File: config.mk
export PLATFORM = sky130hd
export DESIGN_NAME = base64_strict_decoder_top
export DESIGN_NICKNAME = d
export VERILOG_FILES = /design/src/design/b64sd_pkg.sv /design/src/design/base64_strict_decoder_top.sv /design/src/design/b64sd_front.sv /design/src/design/b64sd_queue.sv /design/src/design/b64sd_back.sv
export SDC_FILE = /design/constraint.sdc
export NUM_CORES = 1
export LEC_CHECK = 0
export ABC_AREA = 1
export CELL_PAD_IN_SITES_DETAIL_PLACEMENT = 1
export CELL_PAD_IN_SITES_GLOBAL_PLACEMENT = 1
export CORE_MARGIN = 1
export CORE_UTILIZATION = 35
export CTS_CLUSTER_DIAMETER = 100
export DETAILED_ROUTE_END_ITERATION = 7
export DONT_BUFFER_PORTS = 1
export PLACE_DENSITY_LB_ADDON = 0.12
export SYNTH_ARGS = -nofsm -noshare
export SYNTH_HDL_FRONTEND = slang
export SYNTH_HIERARCHICAL = 1
export SYNTH_SLANG_ARGS = --single-unit
File: constraint.sdc
create_clock -name aclk -period 4.4 [get_ports aclk]
set_input_delay 0 -clock aclk [delete_from_list [all_inputs] [get_ports aclk]]
set_output_delay 0 -clock aclk [all_outputs]
set_load 0.03 [all_outputs]
File: src/design/b64sd_pkg.sv
// shared types, constants and the character map of the strict base64 decoder
// no dependencies
`default_nettype none

package b64sd_pkg;

    // result status codes
    localparam logic [2:0] ST_BYTE      = 3'd0;
    localparam logic [2:0] ST_TEXT_OK   = 3'd1;
    localparam logic [2:0] ST_LENGTH    = 3'd2;
    localparam logic [2:0] ST_PAD_PLACE = 3'd3;
    localparam logic [2:0] ST_BAD_CHAR  = 3'd4;
    localparam logic [2:0] ST_PAD_BITS  = 3'd5;

    localparam logic [7:0] PAD_CHAR = 8'h3d;

    // job queue between front and back
    localparam int QDEPTH = 4;
    localparam int QPTR_W = $clog2(QDEPTH);
    localparam int QCNT_W = $clog2(QDEPTH + 1);

    // one decoded quartet or status: up to three bytes then an optional status
    typedef struct packed {
        logic [7:0] data0;
        logic [7:0] data1;
        logic [7:0] data2;
        logic [1:0] nbytes;
        logic       has_status;
        logic [2:0] status;
    } job_t;

    // bit 6 set: not a sextet
    function automatic logic [6:0] sextet_of(input logic [7:0] c);
        logic [6:0] r;
        r = 7'h40;
        if (c >= 8'h41 && c <= 8'h5a) begin
            r = {1'b0, 6'(c - 8'h41)};
        end else if (c >= 8'h61 && c <= 8'h7a) begin
            r = {1'b0, 6'(c - 8'h61 + 8'd26)};
        end else if (c >= 8'h30 && c <= 8'h39) begin
            r = {1'b0, 6'(c - 8'h30 + 8'd52)};
        end else if (c == 8'h2b) begin
            r = {1'b0, 6'd62};
        end else if (c == 8'h2f) begin
            r = {1'b0, 6'd63};
        end
        return r;
    endfunction

endpackage

`default_nettype wire

File: src/design/base64_strict_decoder_top.sv
// top level of the strict base64 decoder: front end, job queue and result sequencer
// depends on b64sd_pkg, b64sd_front, b64sd_queue, b64sd_back
`default_nettype none

// strict base64 decoder, standard alphabet with required padding. one character
// request is taken per cycle on s_* while s_ready is high; s_end_of_text marks
// the last character of a text. each good quartet gives one to three byte results
// (status 0), and the last character of a text gives one status result with
// m_frame_done set (1 ok, 2 length, 3 padding place, 4 bad char, 5 padding bits).
// after an error the rest of the text is dropped until its last character. bytes
// of earlier quartets may already be out, so discard any text that ends in an
// error.
// timing: a character is classified in the cycle it is accepted and its job
// enters the queue at that edge; with an idle output the sequencer loads it into
// its job register on the next edge and offers its first result on m_* from
// there, then one per cycle while m_ready is high. the front end keeps taking one
// character per cycle as long as the four-entry job queue has room, and a quartet
// of four characters gives at most four results (three bytes, plus one status on
// the last quartet). output stalls back up into s_ready only once four jobs
// (decoded quartets or text statuses) wait in the queue behind the one being sent.

module base64_strict_decoder_top (
    input  wire logic       aclk,
    input  wire logic       aresetn,
    input  wire logic       s_valid,
    output logic            s_ready,
    input  wire logic [7:0] s_char_code,
    input  wire logic       s_end_of_text,
    output logic            m_valid,
    input  wire logic       m_ready,
    output logic [7:0]      m_data_byte,
    output logic [2:0]      m_status,
    output logic            m_frame_done
);
    import b64sd_pkg::*;

    job_t front_job;
    job_t head_job;
    logic front_push;
    logic q_full;
    logic q_not_empty;
    logic q_pop;
    logic in_fire;

    // the queue only refuses when full, so the front end never stalls on its own
    assign s_ready = !q_full;
    assign in_fire = s_valid && s_ready;

    b64sd_front u_front (
        .aclk        (aclk),
        .aresetn     (aresetn),
        .in_fire     (in_fire),
        .char_code   (s_char_code),
        .end_of_text (s_end_of_text),
        .job         (front_job),
        .job_push    (front_push)
    );

    // jobs carry whole quartets, so a request pushes at most one entry
    b64sd_queue u_queue (
        .aclk      (aclk),
        .aresetn   (aresetn),
        .push      (front_push),
        .push_job  (front_job),
        .pop       (q_pop),
        .head_job  (head_job),
        .not_empty (q_not_empty),
        .full      (q_full)
    );

    // serializes bytes then the optional status of each job
    b64sd_back u_back (
        .aclk         (aclk),
        .aresetn      (aresetn),
        .head_job     (head_job),
        .q_not_empty  (q_not_empty),
        .q_pop        (q_pop),
        .m_valid      (m_valid),
        .m_ready      (m_ready),
        .m_data_byte  (m_data_byte),
        .m_status     (m_status),
        .m_frame_done (m_frame_done)
    );

endmodule

`default_nettype wire

File: src/design/b64sd_front.sv
// front end: takes characters, tracks quartet state, checks quartets, builds jobs
// depends on b64sd_pkg
`default_nettype none

module b64sd_front (
    input  wire logic          aclk,
    input  wire logic          aresetn,
    input  wire logic          in_fire,
    input  wire logic [7:0]    char_code,
    input  wire logic          end_of_text,
    output b64sd_pkg::job_t    job,
    output logic               job_push
);
    import b64sd_pkg::*;

    logic [1:0]  pos_reg, pos_next;
    logic [17:0] accum_reg, accum_next;
    logic        lead_inv_reg, lead_inv_next;
    logic        third_pad_reg, third_pad_next;
    logic        third_inv_reg, third_inv_next;
    logic        swallow_reg, swallow_next;

    logic [6:0]  sx;
    logic        bad;
    logic [5:0]  sv;
    logic        is_pad;
    logic [23:0] value;
    logic [2:0]  code;

    always_comb begin
        sx     = sextet_of(char_code);
        bad    = sx[6];
        sv     = sx[5:0];
        is_pad = (char_code == PAD_CHAR);
        value  = {accum_reg, (is_pad ? 6'd0 : sv)};

        // quartet checks in priority order
        if ((third_pad_reg && !is_pad) || ((third_pad_reg || is_pad) && !end_of_text)) begin
            code = ST_PAD_PLACE;
        end else if (lead_inv_reg || third_inv_reg || (!is_pad && bad)) begin
            code = ST_BAD_CHAR;
        end else if ((third_pad_reg && value[15:0] != 16'd0) ||
                     (is_pad && !third_pad_reg && value[7:0] != 8'd0)) begin
            code = ST_PAD_BITS;
        end else begin
            code = ST_BYTE;
        end
    end

    always_comb begin
        pos_next       = pos_reg;
        accum_next     = accum_reg;
        lead_inv_next  = lead_inv_reg;
        third_pad_next = third_pad_reg;
        third_inv_next = third_inv_reg;
        swallow_next   = swallow_reg;
        job_push       = 1'b0;
        job            = '0;

        if (in_fire) begin
            if (swallow_reg) begin
                if (end_of_text) begin
                    job_push       = 1'b1;
                    job.has_status = 1'b1;
                    job.status     = (pos_reg == 2'd3) ? accum_reg[2:0] : ST_LENGTH;
                    pos_next       = '0;
                    accum_next     = '0;
                    lead_inv_next  = 1'b0;
                    third_pad_next = 1'b0;
                    third_inv_next = 1'b0;
                    swallow_next   = 1'b0;
                end else begin
                    pos_next = pos_reg + 2'd1;
                end
            end else if (end_of_text && pos_reg != 2'd3) begin
                job_push       = 1'b1;
                job.has_status = 1'b1;
                job.status     = ST_LENGTH;
                pos_next       = '0;
                accum_next     = '0;
                lead_inv_next  = 1'b0;
                third_pad_next = 1'b0;
                third_inv_next = 1'b0;
            end else begin
                case (pos_reg)
                    2'd0: begin
                        lead_inv_next = bad;
                        accum_next    = {12'd0, sv};
                        pos_next      = 2'd1;
                    end
                    2'd1: begin
                        lead_inv_next = lead_inv_reg | bad;
                        accum_next    = {accum_reg[11:0], sv};
                        pos_next      = 2'd2;
                    end
                    2'd2: begin
                        third_pad_next = is_pad;
                        third_inv_next = !is_pad && bad;
                        accum_next     = {accum_reg[11:0], (is_pad ? 6'd0 : sv)};
                        pos_next       = 2'd3;
                    end
                    default: begin
                        pos_next       = '0;
                        accum_next     = '0;
                        lead_inv_next  = 1'b0;
                        third_pad_next = 1'b0;
                        third_inv_next = 1'b0;
                        if (code != ST_BYTE) begin
                            if (end_of_text) begin
                                job_push       = 1'b1;
                                job.has_status = 1'b1;
                                job.status     = code;
                            end else begin
                                swallow_next = 1'b1;
                                accum_next   = {15'd0, code};
                            end
                        end else begin
                            job_push       = 1'b1;
                            job.data0      = value[23:16];
                            job.data1      = value[15:8];
                            job.data2      = value[7:0];
                            job.nbytes     = 2'd3 - {1'b0, third_pad_reg} - {1'b0, is_pad};
                            job.has_status = end_of_text;
                            job.status     = ST_TEXT_OK;
                        end
                    end
                endcase
            end
        end
    end

    always_ff @(posedge aclk) begin
        if (!aresetn) begin
            pos_reg       <= '0;
            accum_reg     <= '0;
            lead_inv_reg  <= 1'b0;
            third_pad_reg <= 1'b0;
            third_inv_reg <= 1'b0;
            swallow_reg   <= 1'b0;
        end else begin
            pos_reg       <= pos_next;
            accum_reg     <= accum_next;
            lead_inv_reg  <= lead_inv_next;
            third_pad_reg <= third_pad_next;
            third_inv_reg <= third_inv_next;
            swallow_reg   <= swallow_next;
        end
    end

endmodule

`default_nettype wire

File: src/design/b64sd_queue.sv
// short job queue between the front end and the result sequencer
// depends on b64sd_pkg
`default_nettype none

module b64sd_queue (
    input  wire logic          aclk,
    input  wire logic          aresetn,
    input  wire logic          push,
    input  wire b64sd_pkg::job_t push_job,
    input  wire logic          pop,
    output b64sd_pkg::job_t    head_job,
    output logic               not_empty,
    output logic               full
);
    import b64sd_pkg::*;

    job_t              entries_reg [QDEPTH];
    logic [QPTR_W-1:0] wr_ptr_reg, wr_ptr_next;
    logic [QPTR_W-1:0] rd_ptr_reg, rd_ptr_next;
    logic [QCNT_W-1:0] count_reg, count_next;
    logic              do_push, do_pop;

    always_comb begin
        full      = (count_reg == QCNT_W'(QDEPTH));
        not_empty = (count_reg != '0);
        head_job  = entries_reg[rd_ptr_reg];
        do_push   = push && !full;
        do_pop    = pop && not_empty;

        wr_ptr_next = do_push ? wr_ptr_reg + 1'b1 : wr_ptr_reg;
        rd_ptr_next = do_pop ? rd_ptr_reg + 1'b1 : rd_ptr_reg;
        count_next  = count_reg;
        if (do_push && !do_pop) begin
            count_next = count_reg + 1'b1;
        end else if (do_pop && !do_push) begin
            count_next = count_reg - 1'b1;
        end
    end

    always_ff @(posedge aclk) begin
        if (do_push) begin
            entries_reg[wr_ptr_reg] <= push_job;
        end
    end

    always_ff @(posedge aclk) begin
        if (!aresetn) begin
            wr_ptr_reg <= '0;
            rd_ptr_reg <= '0;
            count_reg  <= '0;
        end else begin
            wr_ptr_reg <= wr_ptr_next;
            rd_ptr_reg <= rd_ptr_next;
            count_reg  <= count_next;
        end
    end

endmodule

`default_nettype wire

File: src/design/b64sd_back.sv
// back end: walks one job at a time and hands out its results one per cycle while m_ready is high
// depends on b64sd_pkg
`default_nettype none

module b64sd_back (
    input  wire logic          aclk,
    input  wire logic          aresetn,
    input  wire b64sd_pkg::job_t head_job,
    input  wire logic          q_not_empty,
    output logic               q_pop,
    output logic               m_valid,
    input  wire logic          m_ready,
    output logic [7:0]         m_data_byte,
    output logic [2:0]         m_status,
    output logic               m_frame_done
);
    import b64sd_pkg::*;

    job_t       cur_reg, cur_next;
    logic       busy_reg, busy_next;
    logic [1:0] idx_reg, idx_next;
    logic [2:0] n_results;
    logic       is_byte;
    logic       fire, last_result;

    always_comb begin
        n_results   = {1'b0, cur_reg.nbytes} + {2'd0, cur_reg.has_status};
        is_byte     = (idx_reg < cur_reg.nbytes);
        fire        = busy_reg && m_ready;
        last_result = ({1'b0, idx_reg} + 3'd1 == n_results);

        m_valid      = busy_reg;
        m_frame_done = !is_byte;
        m_status     = is_byte ? ST_BYTE : cur_reg.status;
        case (idx_reg)
            2'd0:    m_data_byte = cur_reg.data0;
            2'd1:    m_data_byte = cur_reg.data1;
            2'd2:    m_data_byte = cur_reg.data2;
            default: m_data_byte = 8'd0;
        endcase
        if (!is_byte) begin
            m_data_byte = 8'd0;
        end

        q_pop     = !busy_reg || (fire && last_result);
        cur_next  = cur_reg;
        busy_next = busy_reg;
        idx_next  = idx_reg;
        if (q_pop) begin
            busy_next = q_not_empty;
            cur_next  = head_job;
            idx_next  = '0;
        end else if (fire) begin
            idx_next = idx_reg + 2'd1;
        end
    end

    always_ff @(posedge aclk) begin
        cur_reg <= cur_next;
    end

    always_ff @(posedge aclk) begin
        if (!aresetn) begin
            busy_reg <= 1'b0;
            idx_reg  <= '0;
        end else begin
            busy_reg <= busy_next;
            idx_reg  <= idx_next;
        end
    end

endmodule

`default_nettype wire

# Word-level counts from Yosys, hierarchy flattened
# Memories as Yosys holds them, arrays and structs flattened. A register that Yosys moved wholly into a read port is not among the register bits.
# Index checks and enable logic that the tools add are counted.
# Widths: inputs -> output; s select.
[totals] regBits=34 latchBits=0 ramBits=120 romBits=0 inputBits=13 wordCells=152 memories=1
[mem_list] memory="u_queue.entries_reg" words=4 width=30 rd=1 rd_clocked_by_memory_dff=1 wr=1 line="b64sd_queue.sv:17" source="job_t entries_reg [QDEPTH];"
[classes] n_addsub=15 multipliers=0 div_mod_pow=0 magnitude_cmp=7 n_eq_ne=14 shift=0 mux=58 n_bitwise=2 reduce_logical=44
[op_table] cell="$mux 26" n=3
[op_table] cell="$mux 18" n=4
[op_table] cell="$mux 30" n=2
[op_table] cell="$pmux 18 s3" n=1
[op_table] cell="$mux 7" n=5
[op_table] cell="$eq 8x6->1 const B" n=3
[op_table] cell="$mux 3" n=8
[op_table] cell="$pmux 8 s3" n=1
[op_table] cell="$mux 1" n=20
[op_table] cell="$mux 4" n=5
[op_table] cell="$logic_and 1x1->1" n=17
[op_table] cell="$ge 8x7->1 const B" n=2
[op_table] cell="$le 8x7->1 const B" n=2
[op_table] cell="$reduce_bool 16->1" n=1
[op_table] cell="$sub 6x6->6 const B" n=2
[op_table] cell="$add 2x1->2 const B" n=4
[op_table] cell="$ge 8x6->1 const B" n=1
[op_table] cell="$le 8x6->1 const B" n=1
[op_table] cell="$logic_not 1->1" n=8
[op_table] cell="$mux 8" n=1
[op_table] cell="$reduce_bool 8->1" n=1
[op_table] cell="$add 6x5->6 const B" n=1
[op_table] cell="$add 6x6->6 const B" n=1
[op_table] cell="$eq 2x2->1 const B" n=3
[op_table] cell="other kinds (28)" n=43

# Depth between registers and ports, before layout
[depth] word_depth=24 depth_mapped=33 depth_no_buf=32

# By module
# Netlist, hierarchy kept.
[by_module_without_submodules] module="b64sd_queue" instances=1 cells_each=360 area_per_inst_um2=5021.1
[by_module_without_submodules] module="b64sd_front" instances=1 cells_each=362 area_per_inst_um2=2233.4
[by_module_without_submodules] module="b64sd_back" instances=1 cells_each=130 area_per_inst_um2=1446.4
[by_module_without_submodules] module="base64_strict_decoder_top" instances=1 cells_each=3 area_per_inst_um2=13.8

# Worst setup path after synthesis
# No wires, ideal clock.
[synth_path] path_type="input port to flip-flop" from="in s_char_code[2]" to="mem u_queue/entries_reg[1][0] in the netlist's numbering, enable pin" setup_ns=0.417 t_arrival_ns=3.199 slack_ns=0.784 cell_stages=21 path_buffers=1 cell_sequence="buf_6 > inv_2 > ha_1 > inv_1 > o21ai_2 > nor2_1 > nor2_1 > nand2_2 > inv_2 > nand2_1 > a21oi_2 > nand2_1 > nor2_1 > nand2_1 > nand2_2 > nand3_1 > nand2_1 > a21oi_1 > nor2_1 > nand2_2 > nor2_1"
[synth_via] elab_chain_len=22 word_cells_on_any_way=48
[synth_lines] item="start: declaration" line="base64_strict_decoder_top.sv:27" source="input wire logic [7:0] s_char_code,"
[synth_lines] item="branches (longest 12 deep; another with $sub 6x6->6)"
[synth_lines] item="$mux 3 *" line="b64sd_front.sv:38" source="if ((third_pad_reg && !is_pad) || ((third_pad_reg || is_pad) && !end_of_text)) begin"
[synth_lines] item="$reduce_bool 3->1 *" line="b64sd_front.sv:108" source="if (code != ST_BYTE) begin"
[synth_lines] item="$mux 1 *" line="b64sd_front.sv:108"
[synth_lines] item="$mux 1 *" line="b64sd_front.sv:85" source="case (pos_reg)"
[synth_lines] item="$mux 1 *" line="b64sd_front.sv:75" source="end else if (end_of_text && pos_reg != 2'd3) begin"
[synth_lines] item="$mux 1 *" line="b64sd_front.sv:61" source="if (swallow_reg) begin"
[synth_lines] item="$mux 1 *" line="b64sd_front.sv:60" source="if (in_fire) begin"
[synth_lines] item="named net front_push" line="base64_strict_decoder_top.sv:39" source="logic front_push;"
[synth_lines] item="$logic_and 1x1->1 *" line="b64sd_queue.sv:27" source="do_push = push && !full;"
[synth_lines] item="$mux 1 *" line="b64sd_queue.sv:41" source="if (do_push) begin"
[synth_lines] item="$mux 1 (implied by the code) *" line="b64sd_queue.sv:42" source="entries_reg[wr_ptr_reg] <= push_job;"
[synth_lines] item="end: declaration" line="b64sd_queue.sv:17"
# Mark *: on every way through the listed nets, which the timed path passes.

# Worst setup path after layout
[layout_path] from="reg u_front.accum_reg[6]" to="reg u_queue.count_reg[2]"
[layout_via] elab_chain_len=16 word_cells_on_any_way=18
[layout_lines] item="start: declaration" line="b64sd_front.sv:17" source="logic [17:0] accum_reg, accum_next;"
[layout_lines] item="start signal: assignment" line="b64sd_front.sv:142" source="accum_reg <= accum_next;"
[layout_lines] item="$reduce_bool 16->1 *" line="b64sd_front.sv:42" source="end else if ((third_pad_reg && value[15:0] != 16'd0) ||"
[layout_lines] item="$logic_and 1x1->1 *" line="b64sd_front.sv:42"
[layout_lines] item="$logic_or 1x1->1 *" line="b64sd_front.sv:42"
[layout_lines] item="$mux 3 *" line="b64sd_front.sv:42"
[layout_lines] item="$mux 3 *" line="b64sd_front.sv:40" source="end else if (lead_inv_reg || third_inv_reg || (!is_pad && bad)) begin"
[layout_lines] item="$mux 3 *" line="b64sd_front.sv:38"
[layout_lines] item="$reduce_bool 3->1 *" line="b64sd_front.sv:108"
[layout_lines] item="$mux 1 *" line="b64sd_front.sv:108"
[layout_lines] item="[2 not listed]"
[layout_lines] item="$mux 1 *" line="b64sd_front.sv:61"
[layout_lines] item="$mux 1 *" line="b64sd_front.sv:60"
[layout_lines] item="named net front_push" line="base64_strict_decoder_top.sv:39"
[layout_lines] item="$logic_and 1x1->1 *" line="b64sd_queue.sv:27"
[layout_lines] item="named net u_queue.do_push" line="b64sd_queue.sv:21" source="logic do_push, do_pop;"
[layout_lines] item="$logic_not 1->1" line="b64sd_queue.sv:35" source="end else if (do_pop && !do_push) begin"
[layout_lines] item="$logic_and 1x1->1" line="b64sd_queue.sv:35"
[layout_lines] item="$reduce_bool 2->1 (no source line)"
[layout_lines] item="end signal: assignment" line="b64sd_queue.sv:54" source="count_reg <= count_next;"
[layout_lines] item="end: declaration" line="b64sd_queue.sv:20" source="logic [QCNT_W-1:0] count_reg, count_next;"
# Mark *: on every way through the listed nets, which the timed path passes. The rest lies on a longest branch.
# A chain may end at the register's enable or synchronous reset.

==> impl_metrics.tcl <==
set metrics [dict create \
    outcome "finished, final reports clean" \
    multi_input_comb_area_mm2 0.002884 \
    final_cell_mix "edfxtp_1, nand2_1, nor2_1" \
    critPathLaunch "u_front/accum_reg[6]" \
    crit_chain "nor4_1 -> a21oi_1 -> nor3_1 -> nand2_1 -> nor2_1 -> nand2_1 -> nand2_2 -> nand3_1 -> nand2_1 -> a21oi_1 -> nor2_1 -> nand2_2 -> inv_2 -> ha_1 -> inv_1 -> fa_1 -> inv_1 -> nand2_1 -> nand3_1 -> nand2_1 -> nand2_1 -> nor2_1" \
    irDropWorstVdd_mv 0.3510 \
    critical_path_class "reg -> reg" \
    start_util 0.3573 \
    wire_per_inst_um 18.96 \
    clk_pin_slew_ns 0.07 \
    vias 5987 \
    viasPerCell 5.018 \
    cp_max_fo 5 \
    syn_nets 896 \
    final_hold_viol_count 0 \
    drive_gt1_frac 0.1231 \
    final.setup.tns_ns 0 \
    crit_slowest_cell "nor4_1" \
    seq_power_share 0.451 \
    p_sw_mw 2.015 \
    ant_nets 0 \
    critPathBufInv 3 \
    tightest_slew_ns 0.9644 \
    cpPeakStageDelay_ns 0.37 \
    final_common_cell "edfxtp_1" \
    grt_max_degree 61 \
    place.gp.congestion 0.8474 \
    synth_cells 855 \
    fmax_mhz 308.3 \
    cp.required_ns 4.73 \
    fill_cells 2767 \
    clock_tree.root_cell "clkbuf_16" \
    die_area_mm2 0.02553 \
    min_from "s_char_code[5]" \
    worstPathArrival_ns 3.57 \
    ctsResizeCount 0 \
    clock-sinks 186 \
    die_h_um 159.8 \
    rows 57 \
    pin_count 27 \
    antenna_cells 0 \
    synth_cell_types 42 \
    slew_violations 0 \
    syn_to_final_growth_pct 9.706 \
    r2r_slack_ns 1.16 \
    end_kind "flop" \
    syn_area_mm2 0.008715 \
    synth_top_area_frac 0.5169 \
    grt_pass1_vias 6533 \
    clock_latency_ns 0.43 \
    h-tree-depth 4 \
    utilization 0.3920 \
    period_needed_ns 3.244 \
    ys_seq_area_frac 0.5996 \
    fin_ws_ns 1.156 \
    drt-initial-drc-count 352 \
    nNetsFinal 897 \
    core_mm2 0.02439 \
    ys_top_cells_by_area "edfxtp_1, dfxtp_1, nand2_1" \
    place_hpwl_mm 15.31 \
    setup_violations 0 \
    regArea_mm2 0.005226 \
    total_power_mw 5.467 \
    leakagePower_nw 3.717 \
    port_buffers 0 \
    ys.flop_type "edfxtp_1" \
    pwr-share-comb 0.284 \
    synth_edf_count 150 \
    wirelength_mm 22.63 \
    fp.dieW_um 159.8 \
    largest_reg_flops 120 \
    finalCritPeriodShare 0.7373 \
    yosysWarningCount 6 \
    gr-total-overflow 0 \
    cap_violations 0 \
    grt_pass1_wl_mm 35.97 \
    tritoncts "yes" \
    p_int_mw 3.452 \
    skew_ns 0.01096 \
    max-slew-margin-rel 0.3547 \
    antenna_found_initial 0 \
    powerDensity_mw_per_mm2 571.8 \
    synth_top_cell_by_area "edfxtp_1" \
    postSynthAreaPerCell_um2 10.19 \
    startpoint_type "flop" \
    grt_use_total 0.1854 \
    switching_share 0.3686 \
    cts_buffers 17 \
    power.share.clock 0.265 \
    hold_path_class "in -> reg" \
    clockBufferDepth 2 \
    drt_first_pass_iters 4 \
    rr_startpoint "u_front/accum_reg[6]" \
    crit_family "simple AND/OR/NAND/NOR gates" \
    rsz0062_at_grt "no" \
    place_ws_ns 0.9671 \
    worst_path_most_repeated_cell "nand2_1" \
    ys_seq_elements 186 \
    drcViolationCount 0 \
    async_flop_share 0 \
]
==> stage by stage <==
step / std cells / cell area [µm²] / hold WS, ns
floorplan: 855 / 8715 / 0.1205
global placement: 1156 / 8955 / 0.1281
detailed placement: 1156 / 8955 / 0.1409
CTS: 1193 / 9560 / 0.006032
global route: 1193 / 9560 / 0.02635
finish: 1193 / 9560 / 0.02749
==> worst register-to-register path: stages (launching register included) <==
cell     delay (ns)
dfxtp_1        0.36
nor4_1         0.37
a21oi_1        0.12
nor3_1         0.24
nand2_1        0.10
nor2_1         0.09
nand2_1        0.07
nand2_2        0.11
nand3_1        0.10
nand2_1        0.10
a21oi_1        0.07
nor2_1         0.20
nand2_2        0.15
inv_2          0.11
ha_1           0.17
inv_1          0.07
fa_1           0.37
inv_1          0.06
nand2_1        0.04
nand3_1        0.08
nand2_1        0.06
nand2_1        0.06
nor2_1         0.04
==> repair_timing <==
| action | CTS | global route |
|---|---|---|
| setup buffers | 0 | 0 |
| hold buffers | 5 | 0 |
| endpoints found under the hold margin | 32 | 0 |
==> cell families after synthesis <==
group | share of synthesized area
AO/OA/AOI/OAI | 0.09821
XOR/XNOR | 0.01206
adder cells (fa/ha/maj) | 0.04106
buffers and inverters | 0.07064
flip-flops | 0.5996
AND/OR/NAND/NOR | 0.1785
==> synthesized netlist by cell type (2+ instances only) <==
master      n
a211oi_1    2
a21oi_1    25
a31oi_1     2
a32oi_1    12
buf_2       7
buf_4       4
buf_6      14
clkbuf_1    6
clkbuf_2    2
dfxtp_1    36
edfxtp_1  150
ha_1       27
inv_1      83
inv_2       9
nand2_1   137
nand2_2    13
nand2_4     4
nand3_1    30
nand3_2     2
nor2_1    133
nor2_2     22
nor2_4      2
nor3_1      3
nor4_1      2
o21ai_0    39
o21ai_1    33
o22ai_1    30
or2_2       2
xnor2_1     2
xor2_1     10
==> metal layers <==
metal  wire (µm)  track usage
met5           0            0
met4         416      0.05584
met1       10070       0.2249
met2       11480       0.3311
met3         664      0.03662
==> path summary, 6_finish.rpt <==
check	end	cells past startpoint
max reg2reg	u_queue/count_reg[2]	22
max	u_queue/count_reg[2]	22
min reg2reg	u_front/third_inv_reg	2
min	u_front/accum_reg[5]	6
==> cell type report <==
type                            instances  area share
Clock inverter                         15     0.01361
Multi-Input combinational cell        542      0.3017
Sequential cell                       186      0.5467
Tap cell                              324     0.04240
Clock buffer                           17     0.04450
Timing Repair Buffer                   16     0.01387
Inverter                               93     0.03730
==> power by group through the flow <==
| stage | Clock, mW | Combinational (mW) | Sequential [mW] |
|---|---|---|---|
| 2_1_floorplan | 0 | 1.24 | 2.41 |
| 3_3_place_gp | 0 | 1.52 | 2.50 |
| 3_5_place_dp | 0 | 1.57 | 2.51 |
| 4_1_cts | 1.49 | 1.59 | 2.47 |
| 5_1_grt | 1.55 | 1.74 | 2.50 |
| 6_report | 1.45 | 1.55 | 2.47 |
(Power assumes the default switching activity.)
